==> src/rtl/lzhw_ram.sv <==
// Generic single-clock RAM with one write port and one registered read port.
module lzhw_ram #(
    parameter int WIDTH = 8,
    parameter int DEPTH = 256
) (
    input  logic                     clk,
    input  logic                     we,
    input  logic [$clog2(DEPTH)-1:0] waddr,
    input  logic [WIDTH-1:0]         wdata,
    input  logic                     re,
    input  logic [$clog2(DEPTH)-1:0] raddr,
    output logic [WIDTH-1:0]         rdata
);

    logic [WIDTH-1:0] mem [DEPTH];
    logic [WIDTH-1:0] rdata_reg;

    always_ff @(posedge clk)
    begin
        if (we)
        begin
            mem[waddr] <= wdata;
        end
        if (re)
        begin
            rdata_reg <= mem[raddr];
        end
    end

    assign rdata = rdata_reg;

endmodule

==> config.mk <==
export PLATFORM = sky130hd
export DESIGN_NAME = lzhw_ram
export DESIGN_NICKNAME = d
export VERILOG_FILES = /design/src/rtl/lzhw_ram.sv
export SDC_FILE = /design/constraint.sdc
export NUM_CORES = 2
export LEC_CHECK = 0
export BUFFER_PORTS_ARGS = -buffer_cell sky130_fd_sc_hd__buf_2
export CORE_ASPECT_RATIO = 0.9
export CORE_MARGIN = 2
export CORE_UTILIZATION = 40
export DETAILED_ROUTE_END_ITERATION = 6
export PLACE_DENSITY = 0.5
export SLEW_MARGIN = 20
export SYNTH_ARGS = -nofsm -noshare
export SYNTH_HDL_FRONTEND = slang
export SYNTH_SLANG_ARGS = --single-unit
==> constraint.sdc <==
create_clock -name clk -period 2.8 [get_ports clk]
set_input_delay 0.28 -clock clk [delete_from_list [all_inputs] [get_ports clk]]
set_output_delay 0.28 -clock clk [all_outputs]
set_load 0.05 [all_outputs]
==> flow_summary_export.csv <==
group,metric,value,unit
route,wl_met1,96.7,mm
critical_path,timing_worst_setup_path_type,"reg2reg",
worst_hold_path,hold-path-cell-count,4,
sta,setup_viol,0,
clock_network,cts.path.max_buffers,3,
route,met2RoutedLength,103,mm
global_routing,grt_max_degree,107,
finish,design_area,94500,µm²
finish,num-nets-final,4424,
clock_network,cts_max_level,4,
sta,fin_crit,2.72,ns
pwr,powerDensity,684,nW/µm²
die,start_util,40.2,%
route,met3_length,13.1,mm
sta,relSlewSlack,34.8,%
clock_network,cts_tree,"done",
logic_synthesis,synth_edf_count,2056,
global_routing,grt_overflow_total,0,
critical_path,cp_data_arrival_time,3.28,ns
finish,regArea,61700,µm²
sta,fin_skew,0.0261,ns
clock_network,clk_pin_slew,0.06,ns
route,top_layer,"met4",
route,first_iter_violations,4272,
die,coreArea,198000,µm²
critical_path,endpoint_kind,"register",
sta,tightest_slew,0.975,ns
worst_hold_path,whs_endpoint,"mem[222][0]$_DFFE_PP_",
route,vias,40400,
placement,dp_hpwl,141,mm
pwr,peakVddDrop,0.688,mV
placement,post_dp_cell_area,87800,µm²
global_routing,grt_pass1_vias,40500,
logic_synthesis,yosys_warnings,0,
sta,clock.fmax,367,MHz
run_status,status,"finished clean",
logic_synthesis,synth_top_area_cell,"edfxtp_1",
finish,drive_gt1_share,31.8,%
finish,n_fill_cell,16500,
logic_synthesis,ys.flop_type,"edfxtp_1",
sta,rsz0062_at_grt,"no",
finish,syn_to_final_growth,18.7,%
global_routing,grt_pass1_wl,307,mm
logic_synthesis,netlist_top_cells_area,"edfxtp_1 (78%), mux4_2 (13%), mux2i_1 (1.7%)",
die,dieWidth,474,µm
logic_synthesis,synth.top_cell.area_share,77.5,%
critical_path,r2r_end,"rdata[0]$_DFFE_PP_",
finish,final_common_cell,"edfxtp_1",
route,remaining_drc_errors,0,
die,die-area,203000,µm²
worst_hold_path,hold_path_startpoint,"waddr[2]",
pwr,p_leak,30.4,nW
logic_synthesis,syn_nets,3760,
sta,post-route-period-util,97.2,%
sta,maxSlewViolCount,0,
logic_synthesis,synth-async-reset-ratio,0,%
logic_synthesis,seq_area_frac_synth,77.5,%
clock_network,clockRootBuffer,"clkbuf_16",
critical_path,critPathRequiredTime,3.36,ns
critical_path,cp-start-kind,"register",
logic_synthesis,syn_inst,3733,
finish,largest_reg_flops,2048,
critical_path,r2r-start,"mem[137][0]$_DFFE_PP_",
logic_synthesis,yosys_register_bits,2056,
logic_synthesis,netlist_area,79600,µm²
placement,port_buffers,34,
die,design.portCount,35,
finish,multi_input_area,16600,µm²
die,row_count,155,
job,cap_violations,0,
route,wl_per_cell,29.9,µm
sta,fin_tns_setup,0,ns
logic_synthesis,avgSynthCellArea,21.3,µm²
critical_path,r2r_setup_slack,0.08,ns
global_routing,track_usage,21.3,%
worst_hold_path,hold_path_class,"in2reg",
logic_synthesis,ys_types,54,
route,drt_wl_total,217,mm
critical_path,critPathMaxFanout,1,
clock_network,clk_latency,0.83,ns
route,routed_via_density,5.57,
route,ant_nets,0,
finish,layout_common_cells,"edfxtp_1 (2056), buf_4 (561), mux4_2 (454)",
placement,gp_congestion,0.816,
clock_network,clock_sinks,2056,
sta,hold_viol_final,0,
global_routing,grt_antenna_before_repair,7,
critical_path,reg2reg_depth,7,
route,dr.pass1.iters,5,
clock_network,cts_made_buffers,207,
die,dieHeight,427,µm
## worst max path at each step
stage                          startpoint            endpoint
floorplan                        raddr[0]  rdata[2]$_DFFE_PP_
global placement                 raddr[2]  rdata[0]$_DFFE_PP_
detailed placement               raddr[2]  rdata[0]$_DFFE_PP_
CTS                 mem[139][7]$_DFFE_PP_  rdata[7]$_DFFE_PP_
global route         mem[83][2]$_DFFE_PP_  rdata[2]$_DFFE_PP_
finish              mem[137][0]$_DFFE_PP_  rdata[0]$_DFFE_PP_
## metrics by stage
| stage | utilization [%] | instances | power [mW] | worst slack [ns] | hold slack, ns |
|---|---|---|---|---|---|
| after floorplan | - | 3733 | 36.3 | 0.444 | 0.379 |
| after global placement | 44.3 | 6848 | 38.3 | -0.765 | 0.679 |
| after detailed placement | 44.3 | 6848 | 38.3 | -0.758 | 0.677 |
| after CTS | 47.7 | 7243 | 65.2 | 0.0178 | 0.0478 |
| after global routing | 47.7 | 7245 | 66.5 | 0.0703 | 0.0932 |
| final | 47.7 | 7249 | 64.6 | 0.0782 | 0.112 |
## metal layers
metal,global-route usage (%),vias up
met3,3.14,225
met1,31.5,21900
met2,33.8,1213
met5,0,-
met4,4.39,0
li1,-,17100
## cell type report
cell class | count | share of cell area, %
multi-input combinational | 1442 | 17.5
inverter | 2 | 0.00794
clock buffer | 249 | 5.72
antenna | 6 | 0.0159
clock inverter | 137 | 1.22
tap | 2669 | 3.53
sequential | 2056 | 65.3
timing repair buffer | 688 | 6.65
## synthesized netlist by cell type (all sizes together) (2+ instances only)
cell	number
or2	4
buf	122
nor2	282
mux4	456
nor4	27
nand3b	2
nand4	10
nor2b	31
a22oi	133
o221ai	47
a311oi	2
a22o	8
a31oi	2
and3b	2
nand2	33
a21oi	96
o22ai	28
clkbuf	111
nor3	22
edfxtp	2056
o32ai	5
nand2b	8
a2111oi	5
and2	6
a211oi	16
o211ai	10
o22a	5
nand3	34
o21ai	12
a221oi	14
mux2i	134
## power breakdown
| group | switching, mW | internal, mW | total (mW) |
|---|---|---|---|
| clock network | 11.7 | 15.3 | 26.9 |
| registers | 0.0376 | 33.9 | 34.0 |
| logic | 2.24 | 1.42 | 3.66 |
| total | 13.9 | 50.6 | 64.6 |
## worst max-delay path, cell delays in order (launching register included)
cell       delay [ns]
edfxtp_1         0.38
mux4_2           0.49
mux4_2           0.51
nor2_1           0.12
a2111oi_0        0.08
buf_4            0.18
nor3_1           0.59
nor4_2           0.11
## cells by family (layout without fill, tap and decap cells)
kind of cell	after synthesis	after routing	synth area share [%]
flops	2056	2056	77.5
mux	591	591	14.6
simple gates	466	466	2.63
compound gates	385	385	3.42
buf+inv	235	1076	1.83
other cells	0	6	0
## repair_timing
item	CTS	global route
pin swaps	0	0
hold buffers	9	0
setup buffers	0	0
endpoints found under the setup margin	3	4
endpoints found under the hold margin	254	0
resized for setup	3	4
Note: power is estimated with default switching activity, not from simulation.
