[config.mk]
export PLATFORM = sky130hd
export DESIGN_NAME = lzhw_ctrl
export DESIGN_NICKNAME = d
export VERILOG_FILES = /design/src/rtl/lzhw_pkg.sv /design/src/rtl/lzhw_ctrl.sv
export SDC_FILE = /design/constraint.sdc
export NUM_CORES = 1
export LEC_CHECK = 0
export BUFFER_PORTS_ARGS = -buffer_cell sky130_fd_sc_hd__buf_2
export CORE_AREA = 3 3 120 122
export CTS_CLUSTER_DIAMETER = 60
export DETAILED_ROUTE_END_ITERATION = 12
export DIE_AREA = 0 0 123 125
export PLACE_DENSITY_LB_ADDON = 0.12
export SKIP_CTS_REPAIR_TIMING = 1
export SLEW_MARGIN = 15
export SYNTH_ARGS = -nofsm -noshare
export SYNTH_HDL_FRONTEND = slang
export SYNTH_SLANG_ARGS = --single-unit
[constraint.sdc]
create_clock -name clk -period 6.15 [get_ports clk]
set_input_delay 0.3075 -clock clk [delete_from_list [all_inputs] [get_ports clk]]
set_output_delay 0.3075 -clock clk [all_outputs]
set_load 0.01 [all_outputs]
[src/rtl/lzhw_pkg.sv]
// Shared types and constants for the LZ77 history writer.
package lzhw_pkg;

    localparam int HISTORY_DEPTH_DEF = 65536;

    localparam int LIT_W    = 8;
    localparam int LEN_W    = 16;
    localparam int DIST_W   = 16;
    localparam int ADDR_W   = 16;
    localparam int BYTES_W  = 17;

    typedef enum logic [1:0] {
        REQ_LITERAL = 2'd0,
        REQ_MATCH   = 2'd1,
        REQ_READ    = 2'd2,
        REQ_RESTART = 2'd3
    } req_t;

    typedef enum logic [1:0] {
        ST_OK       = 2'd0,
        ST_OVERFLOW = 2'd1,
        ST_BAD_DIST = 2'd2
    } status_t;

    typedef enum logic [3:0] {
        FSM_IDLE = 4'b0001,
        FSM_READ = 4'b0010,
        FSM_COPY = 4'b0100,
        FSM_RESP = 4'b1000
    } fsm_t;

    typedef struct packed {
        status_t               status;
        logic [LIT_W-1:0]      data;
        logic [BYTES_W-1:0]    bytes;
    } result_t;

endpackage

[src/rtl/lzhw_ctrl.sv]
// Request sequencer: checks, history write position, match copy and reads.
module lzhw_ctrl
    import lzhw_pkg::*;
#(
    parameter int HISTORY_DEPTH = HISTORY_DEPTH_DEF
) (
    input  logic                             clk,
    input  logic                             rst_n,
    input  logic                             in_valid,
    output logic                             in_ready,
    input  req_t                             req_type,
    input  logic [LIT_W-1:0]                 literal_byte,
    input  logic [LEN_W-1:0]                 match_length,
    input  logic [DIST_W-1:0]                match_distance,
    input  logic [ADDR_W-1:0]                read_address,
    output logic                             res_valid,
    input  logic                             res_ready,
    output result_t                          res,
    output logic                             ram_we,
    output logic [$clog2(HISTORY_DEPTH)-1:0] ram_waddr,
    output logic [LIT_W-1:0]                 ram_wdata,
    output logic                             ram_re,
    output logic [$clog2(HISTORY_DEPTH)-1:0] ram_raddr,
    input  logic [LIT_W-1:0]                 ram_rdata
);

    localparam int AW  = $clog2(HISTORY_DEPTH);
    localparam int WPW = AW + 1;
    localparam int CW  = (WPW > ADDR_W) ? WPW : ADDR_W;
    localparam int SW  = ((WPW > BYTES_W) ? WPW : BYTES_W) + 1;

    fsm_t             state_reg, state_next;
    logic [WPW-1:0]   wp_reg, wp_next;
    logic [AW-1:0]    src_reg, src_next;
    logic [LEN_W-1:0] iss_cnt_reg, iss_cnt_next;
    logic [LEN_W-1:0] wr_cnt_reg, wr_cnt_next;
    logic             rd_pend_reg, rd_pend_next;
    logic             fwd_reg, fwd_next;
    logic [LIT_W-1:0] fwd_data_reg, fwd_data_next;
    logic             rd_ok_reg, rd_ok_next;
    status_t          status_reg, status_next;
    logic [LIT_W-1:0] data_reg, data_next;

    logic [CW-1:0]    wp_ext;
    logic [CW-1:0]    addr_ext;
    logic [CW-1:0]    dist_ext;
    logic [SW-1:0]    end_pos;
    logic [LIT_W-1:0] copy_byte;

    assign wp_ext    = CW'(wp_reg);
    assign addr_ext  = CW'(read_address);
    assign dist_ext  = CW'(match_distance);
    assign end_pos   = SW'(wp_reg) + SW'(match_length);
    assign copy_byte = fwd_reg ? fwd_data_reg : ram_rdata;

    always_comb
    begin
        state_next    = state_reg;
        wp_next       = wp_reg;
        src_next      = src_reg;
        iss_cnt_next  = iss_cnt_reg;
        wr_cnt_next   = wr_cnt_reg;
        rd_pend_next  = 1'b0;
        fwd_next      = 1'b0;
        fwd_data_next = fwd_data_reg;
        rd_ok_next    = rd_ok_reg;
        status_next   = status_reg;
        data_next     = data_reg;
        in_ready      = 1'b0;
        res_valid     = 1'b0;
        ram_we        = 1'b0;
        ram_waddr     = AW'(wp_reg);
        ram_wdata     = literal_byte;
        ram_re        = 1'b0;
        ram_raddr     = src_reg;

        unique case (state_reg)
            FSM_IDLE:
            begin
                in_ready = 1'b1;
                if (in_valid)
                begin
                    status_next = ST_OK;
                    data_next   = '0;
                    state_next  = FSM_RESP;
                    unique case (req_type)
                        REQ_LITERAL:
                        begin
                            if (wp_reg == WPW'(HISTORY_DEPTH))
                            begin
                                status_next = ST_OVERFLOW;
                            end
                            else
                            begin
                                ram_we  = 1'b1;
                                wp_next = wp_reg + WPW'(1);
                            end
                        end
                        REQ_MATCH:
                        begin
                            priority if (end_pos > SW'(HISTORY_DEPTH))
                            begin
                                status_next = ST_OVERFLOW;
                            end
                            else if (match_distance == '0 || dist_ext > wp_ext)
                            begin
                                status_next = ST_BAD_DIST;
                            end
                            else if (match_length != '0)
                            begin
                                src_next     = AW'(wp_ext - dist_ext);
                                iss_cnt_next = match_length;
                                wr_cnt_next  = match_length;
                                state_next   = FSM_COPY;
                            end
                        end
                        REQ_READ:
                        begin
                            ram_re     = 1'b1;
                            ram_raddr  = AW'(addr_ext);
                            rd_ok_next = addr_ext < wp_ext;
                            state_next = FSM_READ;
                        end
                        REQ_RESTART:
                        begin
                            wp_next = '0;
                        end
                        default:
                        begin
                            state_next = FSM_RESP;
                        end
                    endcase
                end
            end
            FSM_READ:
            begin
                data_next  = rd_ok_reg ? ram_rdata : '0;
                state_next = FSM_RESP;
            end
            FSM_COPY:
            begin
                if (iss_cnt_reg != '0)
                begin
                    ram_re       = 1'b1;
                    src_next     = src_reg + AW'(1);
                    iss_cnt_next = iss_cnt_reg - LEN_W'(1);
                    rd_pend_next = 1'b1;
                end
                if (rd_pend_reg)
                begin
                    ram_we      = 1'b1;
                    ram_wdata   = copy_byte;
                    wp_next     = wp_reg + WPW'(1);
                    wr_cnt_next = wr_cnt_reg - LEN_W'(1);
                    if (wr_cnt_reg == LEN_W'(1))
                    begin
                        state_next = FSM_RESP;
                    end
                end
                fwd_next      = ram_re && ram_we && (src_reg == AW'(wp_reg));
                fwd_data_next = copy_byte;
            end
            FSM_RESP:
            begin
                res_valid = 1'b1;
                if (res_ready)
                begin
                    state_next = FSM_IDLE;
                end
            end
            default:
            begin
                state_next = FSM_IDLE;
            end
        endcase
    end

    assign res.status = status_reg;
    assign res.data   = data_reg;
    assign res.bytes  = BYTES_W'(wp_reg);

    always_ff @(posedge clk or negedge rst_n)
    begin
        if (!rst_n)
        begin
            state_reg   <= FSM_IDLE;
            wp_reg      <= '0;
            rd_pend_reg <= 1'b0;
            fwd_reg     <= 1'b0;
        end
        else
        begin
            state_reg   <= state_next;
            wp_reg      <= wp_next;
            rd_pend_reg <= rd_pend_next;
            fwd_reg     <= fwd_next;
        end
    end

    always_ff @(posedge clk)
    begin
        src_reg      <= src_next;
        iss_cnt_reg  <= iss_cnt_next;
        wr_cnt_reg   <= wr_cnt_next;
        fwd_data_reg <= fwd_data_next;
        rd_ok_reg    <= rd_ok_next;
        status_reg   <= status_next;
        data_reg     <= data_next;
    end

endmodule
==> results of run 1 <==
==> cells by family (layout without fill, tap and decap cells) <==
kind of cell               count (synthesis)  count (layout)  share of synthesized area
and+or+nand+nor                          293             293                     0.1934
AOI/OAI and AO/OA                        226             226                     0.1760
buffers and inverters                    101             219                    0.05753
DFF                                       90              90                     0.3334
adders and majority gates                 70              70                     0.1147
xor gates and xnor gates                  64              64                    0.07219
muxes                                     37              37                    0.05285
==> cell usage in the layout, fill, tap and decap left out, types with 18 or more instances in the layout <==
master | synthesis | final
mux2_2 | 30 | 30
a21oi_1 | 77 | 77
edfxtp_1 | 67 | 67
xor2_1 | 30 | 30
buf_2 | 6 | 140
nor3_1 | 28 | 28
o21ai_0 | 43 | 43
and3_1 | 19 | 19
dfrtp_1 | 22 | 22
o21ai_1 | 20 | 19
nand2_1 | 55 | 55
nor4_1 | 25 | 25
inv_1 | 58 | 57
nand3_1 | 18 | 18
ha_1 | 68 | 68
nor2_1 | 73 | 73
xnor2_1 | 34 | 34
==> final cells by class <==
cell class	count	area, sq um	share of cell area
multi-input combinational	690	4733	0.5379
inverter	59	221.5	0.02517
clock inverter	6	73.82	0.008389
tap	176	220.2	0.02502
timing repair buffer	144	733.2	0.08332
clock buffer	10	229.0	0.02602
sequential	90	2589	0.2942
==> how the worst max path moves through the flow <==
stage / startpoint / end / slack [ns]
finish: wp_ext[0] / iss_cnt_reg[13] / 1.87
global route: wp_ext[0] / iss_cnt_reg[9] / 1.59
CTS: wp_ext[0] / iss_cnt_reg[9] / 1.89
detailed placement: wp_ext[0] / iss_cnt_reg[0] / 1.92
global placement: wp_ext[0] / iss_cnt_reg[0] / 2.07
floorplan: wp_ext[0] / iss_cnt_reg[0] / 1.81
==> per-layer routing <==
layer / vias up / track usage / part of all wire
li1: 3431 / - / -
met1: 3340 / 0.4083 / 0.44
met5: - / 0 / 0
met2: 359 / 0.4471 / 0.45
met4: 0 / 0.08208 / 0.020
met3: 33 / 0.06007 / 0.091
==> stage by stage <==
step | utilization | setup WS [ns] | instance area, sq um | hold WS (ns) | total power, W
2_1_floorplan | - | 1.805 | 7765 | 0.01191 | 0.001202
6_report | 0.6619 | 1.866 | 8800 | 0.2489 | 0.001977
3_3_place_gp | 0.6383 | 2.068 | 8487 | 0.3334 | 0.001394
4_1_cts | 0.6611 | 1.885 | 8790 | -0.05499 | 0.001972
3_5_place_dp | 0.6383 | 1.923 | 8487 | 0.3213 | 0.001402
5_1_grt | 0.6619 | 1.589 | 8800 | 0.2611 | 0.002077
==> power breakdown <==
group | internal (W) | total, W | switching [W] | leakage, nW
Combinational | 0.000245 | 0.000599 | 0.000354 | 2.71
Sequential | 0.000731 | 0.000800 | 0.0000688 | 0.924
Clock | 0.000321 | 0.000578 | 0.000258 | 0.141
==> worst max-delay path: cells and delay by family, from the launching register on <==
family | cells | cell delay (ns)
adders and majority gates | 2 | 0.60
AOI/OAI and AO/OA | 5 | 1.58
buffers and inverters | 2 | 0.49
and+or+nand+nor | 3 | 0.71
DFF | 1 | 0.56
==> synthesized netlist by cell type, types with 9 or more instances <==
library cell,count,area (sq um)
o21ai_0,43,215.2
dfrtp_1,22,550.5
xor2_1,30,262.8
nor2b_1,14,87.58
nor2_1,73,274.0
clkbuf_1,14,52.55
inv_1,58,217.7
o211ai_1,9,67.56
a21oi_1,77,385.4
nand4_1,9,56.30
nor3_1,28,140.1
o21ai_1,20,100.1
o21a_1,15,112.6
nand3_1,18,90.09
nor4_1,25,156.4
mux2_2,30,337.8
and3_1,19,118.9
nand2b_1,10,62.56
ha_1,68,850.8
nand2_1,55,206.5
a21o_1,15,112.6
a31oi_1,9,56.30
buf_4,16,120.1
and2_1,10,62.56
edfxtp_1,67,2012
xnor2_1,34,297.8
==> impl_metrics.tcl, run 1 <==
set metrics [dict create \
    antenna_found_initial 0 \
    grt_max_degree 82 \
    start_util 0.5840 \
    p_leak_nw 3.770 \
    hold_end "data_reg[6]" \
    largest_reg_flops 17 \
    finalWirelength_um 22530 \
    max_freq_ghz 0.2334 \
    fin_cells 1175 \
    dp_hpwl_um 17100 \
    tns_ns 0 \
    ys_ff_latch 90 \
    period_needed_ns 4.284 \
    r2r-end "iss_cnt_reg[13]" \
    clk_pin_slew_worst_paths_ns 0.07 \
    design.portCount 141 \
    powerDensity_nw_per_um2 224.7 \
    max_slew_margin 0.2900 \
    n_fill_cell 1115 \
    worstSkewPairLatency_ns 0.35 \
    ant_nets 0 \
    cts_made_buffers 9 \
    finalHoldViolations 0 \
    coreArea_sq_um 13300 \
    max_stage_delay_ns 0.65 \
    outcome "completed" \
    grt_setup_unrepaired "no" \
    syn_area_per_cell_sq_um 8.814 \
    rr_worst_depth 12 \
    crit_arrival_ns 4.30 \
    grt_overflow_total 0 \
    grt_use_total 0.2880 \
    period_share 0.6965 \
    peakVddDrop_mv 0.1529 \
    placed_cells 1158 \
    crit_slowest_cell "o21ai_2" \
    die_area_sq_um 15380 \
    die_x_um 123 \
    hold_class "in -> reg" \
    final_layout_size_suffix_gt1_frac 0.2002 \
    drt_pre_antenna_iters 7 \
    antenna_cells 0 \
    synth_edf_count 67 \
    slew_viol_final 0 \
    tightest_slew_ns 1.064 \
    cts.sinks 90 \
    finClkSkew_ns 0.007326 \
    root_buffer "clkbuf_16" \
    r2r_start "wp_ext[0]" \
    yosysWarningCount 0 \
    rows 42 \
    avgRoutedWirePerCell_um 19.18 \
    end_kind "flip-flop" \
    h-tree-depth 3 \
    cts_tree "built" \
    place.gp.congestion 1.000 \
    die_h_um 125 \
    critPathRequiredTime_ns 6.17 \
    ys.flop_type "edfxtp_1" \
    synth-async-reset-ratio 0.2556 \
    synth.distinct_cells 69 \
    worstSetupPathType "reg -> reg" \
    vias 7163 \
    hold_start "ram_rdata[6]" \
    portBuffers 140 \
    via_per_inst 6.096 \
    grt_pass1_wl_um 34580 \
    syn_inst 881 \
    setup_viol 0 \
    syn_nets 1021 \
    drt-initial-drc-count 690 \
    synthToLayoutAreaGrowth_pct 13.33 \
    grt_pass1_vias 6498 \
    startpoint_type "flip-flop" \
    seq_area_frac_synth 0.3334 \
    ff2ff_setup_slack_ns 1.87 \
    crit_path_max_fanout 21 \
    hold_depth 2 \
    cts_max_path_buffers 2 \
    synth_area_sq_um 7765 \
    nNetsFinal 1134 \
    drc 0 \
    max-cap-violations 0 \
    path_cells "ha_1 -> inv_1 -> fa_1 -> nand2b_1 -> a21oi_1 -> o211ai_1 -> o211ai_1 -> nand3_2 -> nor4_2 -> o21ai_2 -> o21ai_2 -> buf_4" \
]
Power figures use the tool's default switching activity.
==> run 2, diff against run 1 <==
==> constraint.sdc (replaced) <==
create_clock -name clk -period 4 [get_ports clk]
set_input_delay 0.2 -clock clk [delete_from_list [all_inputs] [get_ports clk]]
set_output_delay 0.2 -clock clk [all_outputs]
set_load 0.01 [all_outputs]
==> run 2 against run 1 <==
Total power grew 54%. Non-clock buffer count grew 15. Die area is the same. Fmax grew 15%. Critical path type unchanged.
==> impl_metrics.tcl, run 2 (same netlist as run 1, synthesis figures left out) <==
set metrics [dict create \
    outcome "completed" \
    nNetsFinal 1149 \
    design.portCount 141 \
    r2r-end "wr_cnt_reg[10]" \
    wl_met3_um 1700 \
    largest_reg_flops 17 \
    startpoint_type "flip-flop" \
    portBuffers 140 \
    grt_setup_unrepaired "no" \
    r2r_start "wp_ext[0]" \
    critPathRequiredTime_ns 4.04 \
    finalHoldViolations 0 \
    slew_viol_final 0 \
    worstSkewPairLatency_ns 0.34 \
    ant_nets 0 \
    place.gp.congestion 0.9478 \
    cts_made_buffers 9 \
    grt_use_total 0.2877 \
    rows 42 \
    cts.sinks 90 \
    peakVddDrop_mv 0.2382 \
    rr_worst_depth 12 \
    end_kind "flip-flop" \
    met2_length_um 10220 \
    max-cap-violations 0 \
    worstSetupPathType "reg -> reg" \
    die_x_um 123 \
    hold_depth 2 \
    period_share 0.9301 \
    clk_pin_slew_worst_paths_ns 0.07 \
    layout_commonest_cell "buf_2" \
    grt_max_degree 82 \
    grt_pass1_vias 6637 \
    hold_start "ram_rdata[0]" \
    crit_arrival_ns 3.76 \
    wl_met1_um 9853 \
    antenna_cells 0 \
    avgRoutedWirePerCell_um 18.78 \
    grt_overflow_total 0 \
    crit_family "compound AO/OA/AOI/OAI gates" \
    die_h_um 125 \
    final_layout_size_suffix_gt1_frac 0.2130 \
    dr.max_layer_used "met4" \
    max_stage_delay_ns 0.58 \
    crit_buf_inv 2 \
    crit_slowest_cell "dfrtp_1" \
    path_cells "ha_1 -> inv_1 -> fa_1 -> nand2b_1 -> a21oi_1 -> nor4_1 -> a311oi_1 -> nand4_1 -> nor4_2 -> o21ai_2 -> o21ai_1 -> buf_4" \
    drt-initial-drc-count 621 \
    power_w 0.003050 \
    finClkSkew_ns 0.007482 \
    tns_ns 0 \
    start_util 0.5840 \
    h-tree-depth 3 \
    period_needed_ns 3.720 \
    tightest_slew_ns 1.034 \
    final_util 0.6711 \
    max_slew_margin 0.3054 \
    hold_class "in -> reg" \
    antenna_found_initial 0 \
    grt_pass1_wl_um 34440 \
    drt_pre_antenna_iters 5 \
    cts_tree "built" \
    drc 0 \
    ff2ff_setup_slack_ns 0.28 \
    crit_path_max_fanout 16 \
    coreArea_sq_um 13300 \
    setup_viol 0 \
    die_area_sq_um 15380 \
    finalWirelength_um 22350 \
    via_per_inst 6.000 \
    p_leak_nw 3.857 \
    powerDensity_nw_per_um2 341.9 \
    cts_max_path_buffers 2 \
    final_cell_mix "buf_2, a21oi_1, nor2_1" \
    dp_hpwl_um 17310 \
    synthToLayoutAreaGrowth_pct 14.90 \
    vias 7140 \
    hold_end "data_reg[0]" \
    max_freq_ghz 0.2688 \
    root_buffer "clkbuf_16" \
]
[run 2: cell types whose count changed in the layout (fill, tap and decap cells not counted)]
cell | before | now
clkbuf_1 | 1 | 0
buf_4 | 3 | 18
clkbuf_8 | 0 | 1
[run 2: through the flow]
stage	area [sq um]	worst slack, ns	cells	hold slack (ns)
after floorplan	7769	0.2512	881	-0.09559
after global placement	8600	0.5818	1173	0.2169
after detailed placement	8600	0.4386	1173	0.2215
after CTS	8912	0.2931	1189	-0.1456
after global routing	8922	0.05640	1190	0.1406
final	8922	0.2798	1190	0.1515
[run 2: worst max path at each step]
stage,from,endpoint,slack [ns],cells after the start
floorplan,wp_ext[0],iss_cnt_reg[0],0.25,11
global placement,wp_ext[0],src_reg[3],0.58,12
detailed placement,wp_ext[0],src_reg[7],0.44,12
CTS,wp_ext[0],wr_cnt_reg[8],0.29,12
global route,wp_ext[0],iss_cnt_reg[8],0.06,12
finish,wp_ext[0],wr_cnt_reg[10],0.28,12
[run 2: worst register-to-register path, cell delays in order (launching register included)]
cell and delay, ns:
dfrtp_1 0.58, ha_1 0.25, inv_1 0.06, fa_1 0.37
nand2b_1 0.19, a21oi_1 0.43, nor4_1 0.12, a311oi_1 0.28
nand4_1 0.19, nor4_2 0.33, o21ai_2 0.17, o21ai_1 0.18
buf_4 0.27
[run 2: area by class of cell]
cell class	instances	area, sq um
clock inverters	6	73.82
well taps	176	220.2
flip-flops and latches	90	2589
clock buffers	10	239.0
fillers	1166	4373
inverters	59	221.5
multi-input cells	690	4733
repair buffers	159	845.8
[run 2: report_power, final]
group / switching (W) / leakage (nW) / internal, W
combinational: 0.000567 / 2.79 / 0.000387
sequential: 0.0000845 / 0.924 / 0.00113
clock: 0.000378 / 0.147 / 0.000509
[run 2: per-layer routing]
metal	track usage	up-vias
li1	-	3462
met1	0.3920	3334
met2	0.4638	300
met3	0.04743	44
met4	0.1003	0
met5	0	-
==> run 3, diff against run 2 <==
--- a/config.mk
+++ b/config.mk
@@ -10,7 +10,9 @@
 export CTS_CLUSTER_DIAMETER = 60
 export DETAILED_ROUTE_END_ITERATION = 12
 export DIE_AREA = 0 0 123 125
+export GPL_ROUTABILITY_DRIVEN = 0
 export PLACE_DENSITY_LB_ADDON = 0.12
+export REMOVE_ABC_BUFFERS = 1
 export SKIP_CTS_REPAIR_TIMING = 1
 export SLEW_MARGIN = 15
 export SYNTH_ARGS = -nofsm -noshare
==> run 3 against run 2 <==
Critical path depth did not move. Via count fell by 0.32%. Clock skew rose by 0.00063 ns. Critical path type unchanged. Setup slack improved by 0.15 ns.
==> impl_metrics.tcl, run 3 (same netlist as run 1, synthesis figures left out) <==
set metrics [dict create \
    period_share 0.8917 \
    dpl_worst_slack_ns 0.4738 \
    rows 42 \
    ff2ff_setup_slack_ns 0.43 \
    use_met2 0.4326 \
    cts_tree "built" \
    finalHoldViolations 0 \
    ant_nets 0 \
    die_area_sq_um 15380 \
    grt_pass1_vias 6485 \
    grt_use_met3 0.03162 \
    tightest_slew_ns 1.054 \
    die_x_um 123 \
    h-tree-depth 3 \
    synthToLayoutAreaGrowth_pct 15.34 \
    portBuffers 140 \
    antenna_found_initial 0 \
    coreArea_sq_um 13300 \
    powerDensity_nw_per_um2 352.4 \
    peakVddDrop_mv 0.2460 \
    setup_viol 0 \
    drt-initial-drc-count 773 \
    largest_reg_flops 17 \
    grtUsageMet1 0.3987 \
    hold_class "in -> reg" \
    final_layout_size_suffix_gt1_frac 0.2130 \
    hold_start "ram_rdata[1]" \
    multi_input_area_sq_um 4733 \
    end_kind "flip-flop" \
    crit_path_max_fanout 16 \
    design.portCount 141 \
    grt_use_total 0.2765 \
    seqCellArea_sq_um 2589 \
    hold_depth 2 \
    worstSkewPairLatency_ns 0.34 \
    p_leak_nw 3.881 \
    top_usage_layer "met2" \
    antenna_cells 0 \
    drc 0 \
    grt_pass1_wl_um 33530 \
    critPathRequiredTime_ns 4.03 \
    max_freq_ghz 0.2804 \
    cts_max_path_buffers 2 \
    final_cell_mix "buf_2, a21oi_1, nor2_1" \
    nNetsFinal 1149 \
    clk_pin_slew_worst_paths_ns 0.07 \
    die_h_um 125 \
    avgRoutedWirePerCell_um 18.24 \
    slew_viol_final 0 \
    cts.sinks 90 \
    drt_pre_antenna_iters 6 \
    grt_max_degree 43 \
    r2r_start "wp_ext[0]" \
    finalWirelength_um 21710 \
    grt_overflow_total 0 \
    max_slew_margin 0.2921 \
    hold_end "data_reg[1]" \
    startpoint_type "flip-flop" \
    via_per_inst 5.981 \
    outcome "completed" \
    layout_commonest_cell "buf_2" \
    root_buffer "clkbuf_16" \
    n_fill_cell 1145 \
    r2r-end "src_reg[2]" \
    rr_worst_depth 12 \
    power_w 0.003157 \
    dp_hpwl_um 16900 \
    tns_ns 0 \
    worstSetupPathType "reg -> reg" \
    finClkSkew_ns 0.008116 \
    timing.hold.ws_ns 0.1509 \
    vias 7117 \
    period_needed_ns 3.567 \
    start_util 0.5840 \
    crit_arrival_ns 3.60 \
    worst_slack_ns 0.4333 \
    grt_setup_unrepaired "no" \
    max-cap-violations 0 \
    cts_made_buffers 9 \
]
==> run 3: changes by cell type in the layout (fill, tap and decap cells not counted) <==
cell,delta
clkinvlp_4,-2
clkbuf_8,-1
inv_6,+2
inv_8,-1
clkinv_2,+1
clkinv_4,-1
bufinv_16,+2
==> run 3: how the worst max path moves through the flow <==
stage / slack [ns] / to / startpoint / depth (start not counted)
global route: 0.19 / src_reg[2] / wp_ext[0] / 12
finish: 0.43 / src_reg[2] / wp_ext[0] / 12
CTS: 0.46 / src_reg[2] / wp_ext[0] / 12
floorplan: -0.40 / iss_cnt_reg[0] / wp_ext[0] / 11
global placement: 0.60 / src_reg[6] / wp_ext[0] / 12
detailed placement: 0.47 / src_reg[6] / wp_ext[0] / 12
==> run 3: per-stage QoR <==
step           area, sq um  instances  utilization
2_1_floorplan         7540        839            -
3_3_place_gp          8600       1173       0.6468
3_5_place_dp          8600       1173       0.6468
4_1_cts               8946       1189       0.6729
5_1_grt               8956       1190       0.6736
6_report              8956       1190       0.6736
==> run 3: final cells by class <==
| class | count | share of cell area |
|---|---|---|
| Multi-Input combinational cell | 690 | 0.5285 |
| Timing Repair Buffer | 159 | 0.09444 |
| Clock buffer | 9 | 0.02515 |
| Sequential cell | 90 | 0.2890 |
| Inverter | 59 | 0.02473 |
| Tap cell | 176 | 0.02459 |
| Clock inverter | 7 | 0.01355 |
==> run 3: worst max-delay path: stages, from the launching register on <==
cell and delay, ns:
dfrtp_1 0.58, ha_1 0.25, inv_1 0.06, fa_1 0.37, nand2b_1 0.18, a21oi_1 0.38
o211ai_1 0.20, o211ai_1 0.15, nand3_2 0.11, nor4_2 0.36, o21ai_2 0.16, o21ai_2 0.18
buf_4 0.26
==> run 3: power by group <==
group          switching (W)  internal [W]
sequential         0.0000790       0.00113
clock               0.000376      0.000617
combinational       0.000568      0.000392
total                0.00102       0.00213
==> run 3: layer usage <==
layer | wire [um] | up-vias
li1 | - | 3442
met1 | 9452 | 3282
met2 | 9894 | 352
met3 | 1821 | 41
met4 | 541 | 0
met5 | 0 | -
